`src/sv/cseq_pkg.sv`:
```
package cseq_pkg;

    // Buffer geometry and field widths.
    localparam int CAPACITY   = 64;
    localparam int DATA_WIDTH = 32;
    localparam int CNT_W      = $clog2(CAPACITY + 1);
    localparam int REQ_W      = 3;
    localparam int STATUS_W   = 2;

    // Command codes.
    localparam logic [REQ_W-1:0] REQ_START   = 3'd0;
    localparam logic [REQ_W-1:0] REQ_ADVANCE = 3'd1;
    localparam logic [REQ_W-1:0] REQ_INSERT  = 3'd2;
    localparam logic [REQ_W-1:0] REQ_ATTACH  = 3'd3;
    localparam logic [REQ_W-1:0] REQ_REMOVE  = 3'd4;

    // Status codes.
    localparam logic [STATUS_W-1:0] ST_OK    = 2'd0;
    localparam logic [STATUS_W-1:0] ST_FULL  = 2'd1;
    localparam logic [STATUS_W-1:0] ST_EMPTY = 2'd2;

    // Controller states.
    typedef enum logic [1:0] {
        S_IDLE,
        S_REWIND,
        S_EXEC,
        S_REPORT
    } t_state;

    // Datapath operations on the two stacks.
    typedef enum logic [2:0] {
        OP_NONE,
        OP_STEP_BACK,
        OP_STEP_FWD,
        OP_PUSH,
        OP_ATTACH,
        OP_POP
    } t_dp_op;

    typedef struct packed {
        logic   load;
        t_dp_op op;
    } t_dp_cmd;

    typedef struct packed {
        logic has_cur;
        logic full;
        logic left_empty;
    } t_dp_status;

endpackage

```
`src/sv/cseq_ctrl.sv`:
```
module cseq_ctrl (
    input  logic                             i_clk,
    input  logic                             i_rst_n,
    input  logic                             start,
    input  logic [cseq_pkg::REQ_W-1:0]       i_req_type,
    input  cseq_pkg::t_dp_status             i_dp_status,
    output cseq_pkg::t_dp_cmd                o_cmd,
    output logic                             busy,
    output logic                             o_result_valid,
    output logic [cseq_pkg::STATUS_W-1:0]    o_status
);
    import cseq_pkg::*;

    t_state                r_state;
    t_state                n_state;
    logic [REQ_W-1:0]      r_req;
    logic [STATUS_W-1:0]   r_status;
    logic [STATUS_W-1:0]   n_status;
    logic                  need_rewind;
    logic                  accept;

    assign accept = start && (r_state == S_IDLE);

    // Check a new command against the current buffer state.
    always_comb begin
        n_status = ST_OK;
        if ((i_req_type == REQ_INSERT || i_req_type == REQ_ATTACH) && i_dp_status.full) begin
            n_status = ST_FULL;
        end else if (i_req_type == REQ_REMOVE && !i_dp_status.has_cur) begin
            n_status = ST_EMPTY;
        end
        need_rewind = (i_req_type == REQ_START)
                   || (i_req_type == REQ_INSERT && !i_dp_status.has_cur
                       && !i_dp_status.full);
    end

    // Command and status registers.
    always_ff @(posedge i_clk) begin
        if (!i_rst_n) begin
            r_state  <= S_IDLE;
            r_req    <= REQ_START;
            r_status <= ST_OK;
        end else begin
            r_state <= n_state;
            if (accept) begin
                r_req    <= i_req_type;
                r_status <= n_status;
            end
        end
    end

    // Next state.
    always_comb begin
        n_state = r_state;
        unique case (r_state)
            S_IDLE: begin
                if (start) begin
                    n_state = need_rewind ? S_REWIND : S_EXEC;
                end
            end
            S_REWIND: begin
                if (i_dp_status.left_empty) begin
                    n_state = S_EXEC;
                end
            end
            S_EXEC: begin
                n_state = S_REPORT;
            end
            S_REPORT: begin
                n_state = S_IDLE;
            end
            default: begin
                n_state = S_IDLE;
            end
        endcase
    end

    // Outputs and datapath commands.
    always_comb begin
        o_cmd.load     = 1'b0;
        o_cmd.op       = OP_NONE;
        busy           = 1'b1;
        o_result_valid = 1'b0;
        unique case (r_state)
            S_IDLE: begin
                busy       = 1'b0;
                o_cmd.load = start;
            end
            S_REWIND: begin
                if (!i_dp_status.left_empty) begin
                    o_cmd.op = OP_STEP_BACK;
                end
            end
            S_EXEC: begin
                unique case (r_req)
                    REQ_ADVANCE: begin
                        if (i_dp_status.has_cur) begin
                            o_cmd.op = OP_STEP_FWD;
                        end
                    end
                    REQ_INSERT: begin
                        if (r_status == ST_OK) begin
                            o_cmd.op = OP_PUSH;
                        end
                    end
                    REQ_ATTACH: begin
                        if (r_status == ST_OK) begin
                            o_cmd.op = i_dp_status.has_cur ? OP_ATTACH : OP_PUSH;
                        end
                    end
                    REQ_REMOVE: begin
                        if (r_status == ST_OK) begin
                            o_cmd.op = OP_POP;
                        end
                    end
                    default: begin
                    end
                endcase
            end
            S_REPORT: begin
                o_result_valid = 1'b1;
            end
            default: begin
            end
        endcase
    end

    assign o_status = r_status;

    // A result follows the execute cycle.
    a_result_after_exec: assert property (@(posedge i_clk) disable iff (!i_rst_n)
        o_result_valid |-> ($past(r_state) == S_EXEC))
        else $error("result strobe without execute cycle");

    // The controller is free again right after a result.
    a_free_after_result: assert property (@(posedge i_clk) disable iff (!i_rst_n)
        o_result_valid |=> !busy)
        else $error("busy after result");

    // A rewind leaves the cursor at the front.
    a_rewind_done: assert property (@(posedge i_clk) disable iff (!i_rst_n)
        (r_state == S_REWIND && n_state == S_EXEC) |-> i_dp_status.left_empty)
        else $error("rewind left items before the cursor");

endmodule

```
`config.mk`:
```
export PLATFORM = sky130hd
export DESIGN_NAME = cseq_ctrl
export DESIGN_NICKNAME = d
export VERILOG_FILES = /design/src/sv/cseq_pkg.sv /design/src/sv/cseq_ctrl.sv
export SDC_FILE = /design/constraint.sdc
export NUM_CORES = 1
export LEC_CHECK = 0
export ABC_AREA = 1
export BUFFER_PORTS_ARGS = -buffer_cell sky130_fd_sc_hd__buf_4
export CORE_AREA = 5 5 42 44
export DETAILED_ROUTE_END_ITERATION = 16
export DIE_AREA = 0 0 47 49
export PLACE_DENSITY = 0.71
export SYNTH_ARGS = -nofsm -noshare
export SYNTH_HDL_FRONTEND = slang
export SYNTH_SLANG_ARGS = --single-unit
```
`constraint.sdc`:
```
create_clock -name i_clk -period 2 [get_ports i_clk]
set_clock_uncertainty 0.05 [all_clocks]
set_input_delay 0.5 -clock i_clk [delete_from_list [all_inputs] [get_ports i_clk]]
set_output_delay 0.5 -clock i_clk [all_outputs]
set_load 0.05 [all_outputs]
```
==> flow_summary.yaml <==
cells_and_area:
  final_common_cell: "buf_4"
  area_delta_synth_final_pct: 35.96
  fin_util_pct: 46.25
  drive_gt1_share_pct: 36.96
  layout_common_cells: "buf_4 (15), inv_1 (11), nand2_1 (9)"
  fin_nets: 106
  fin_cells: 108
  antennaDiodeCount: 0
floorplan:
  core_um2: 1401
  die_w_um: 47
  fp-row-count: 14
  start_util_pct: 34.02
  die_area_um2: 2303
  die_y_um: 49
  num_io_pins: 17
synth:
  ys_types: 16
  synth.largest_area_cell: "dfxtp_1"
  yosys.area.top_type_share_pct: 29.40
  ys_warn_count: 0
  ys_seq_area_share_pct: 29.40
  ys_ff_latch: 7
  synth_area_leaders: "dfxtp_1 (29%), ha_1 (10%), inv_1 (8.7%)"
  synth_cells: 73
  synth_area_per_cell_um2: 6.530
  synth_area_um2: 476.7
  syn_nets: 86
min_path:
  hp-class: "reg2reg"
setup_path:
  worstSetupStartpointType: "flop"
  worstSetupPathType: "reg2out"
  path_cells: "inv_1 > ha_1 > nand2_2 > inv_2 > buf_4"
  cp_slowest_cell: "dfxtp_2"
  cp.arrival_ps: 1330
  path_max_fanout: 8
  crit_required_ps: 1450
  cp-end-kind: "output port"
  cp_slowest_stage_delay_ps: 350
pwr:
  leakagePower_nw: 0.3259
  p_seq_share_pct: 24.8
  power_density_nw_per_um2: 1419
  p_sw_share_pct: 52.21
  p_int_w: 0.0004396
  irDropWorstVdd_v: 0.0006237
  switchingPower_w: 0.0004803
  pwr-share-clk_pct: 14.1
  combinationalPowerShare_pct: 61.1
clock_tree:
  cts_resized: 0
  cts-root-buf: "clkbuf_4"
  post-cts-setup-buffers: 0
  cts_buffer_depth: 2
  cts_sinks: 7
  holdBufCountCts: 0
  cts_made_buffers: 3
  clkLatencyLatePin_ps: 250
  htree_num_levels: 1
  path_clk_slew_ps: 60
  cts_tree: "done"
global_route:
  grt_use_total_pct: 10.28
  grt_max_degree: 9
  grt_pass1_vias: 464
  antenna_found_initial: 0
  gr-total-overflow: 0
  grt_pass1_wl_mm: 1.766
sta:
  slew_viol_final: 0
  tns_ps: 0
  setup_viol: 0
  max_freq_ghz: 0.5332
  tightest_slew_ps: 173.4
  grt_setup_unrepaired: "no"
  hold_viol_final: 0
  finalCritPeriodShare_pct: 93.77
  min_period_ps: 1875
  relSlewSlack_pct: 88.40
route:
  highest_layer: "met4"
  via_count: 521
  drtIter0Drc: 13
  routedWlPerCell_um: 10.28
  routed_wl_mm: 1.110
  wl_met2_um: 514
  wl_met1_um: 479
  wl_met3_um: 107
  dr.pass1.iters: 4
  drc: 0
  ant_nets: 0
  viasPerCell: 4.824
place:
  port_buffers: 16
  dp_hpwl_um: 879.3
  gp_congestion: 0.8112
  place_inst: 104
flow_run:
  drv_cap: 0
status:
  status: "completed"
worst max-delay path: cells and delay by family, from the launching register on:
family / cells / cell delay, ps
simple gates: 1 / 160
buf+inv: 3 / 330
fa+ha+maj: 1 / 230
flops: 1 / 350
power groups by stage:
stage / Sequential, W / Clock, W / Combinational, W
2_1_floorplan: 0.000237 / 0 / 0.000416
3_3_place_gp: 0.000224 / 0 / 0.000551
3_5_place_dp: 0.000226 / 0 / 0.000558
4_1_cts: 0.000223 / 0.000133 / 0.000560
5_1_grt: 0.000236 / 0.000141 / 0.000624
6_report: 0.000228 / 0.000130 / 0.000562
through the flow:
stage                     total power (W)  setup slack, ps  hold slack, ps  instance area (um2)
after detailed placement        0.0007838            223.4           430.4                615.6
after global placement          0.0007747            253.3           423.8                615.6
final                           0.0009199            124.6           442.1                648.1
after CTS                       0.0009156            67.14           438.4                641.9
after floorplan                 0.0006537            35.84           407.8                483.0
after global routing             0.001000            34.86           450.6                648.1
cells by family (layout without fill, tap and decap cells):
kind of cell	after synthesis	count (layout)	synth area share [%]
flops	7	7	29.40
simple gates	28	28	26.51
compound gates	17	17	19.42
buf+inv	17	36	14.17
fa+ha+maj	4	4	10.50
area by class of cell:
type	instances	area, um2
Timing Repair Buffer	16	123.9
Tap cell	16	20.02
Clock buffer	4	26.28
Multi-Input combinational cell	49	275.3
Fill cell	148	753.2
Inverter	16	60.06
Sequential cell	7	142.6
flip-flops by register name (all words and copies together), names as in the netlist:
signal,flops
r_req,3
r_state,2
o_status,2
per-layer routing:
metal  track usage (%)  up-vias
met5                 0        -
met4             5.530        0
met3             3.321        2
met2             15.38       20
met1             12.53      228
li1                  -      271
cell usage after synthesis:
cell type,instances
inv_1,11
o21ai_2,1
inv_2,5
nand3_1,4
nor2_2,3
nand2_2,1
a21oi_2,1
nor2_1,8
nor3_1,1
a21oi_1,8
nand4_1,2
buf_4,1
ha_1,4
dfxtp_1,7
o21ai_1,7
nand2_1,9
worst paths after layout:
check,from,to,cells after the start,slack [ps]
worst min-delay path,r_req[1],r_req[1],2,440
worst max register to register,r_state[0],o_status[0],8,710
worst min register to register,r_req[1],r_req[1],2,440
worst max-delay path,r_state[0],o_cmd[3],5,120
No activity file was read; power rests on OpenSTA's default activity.
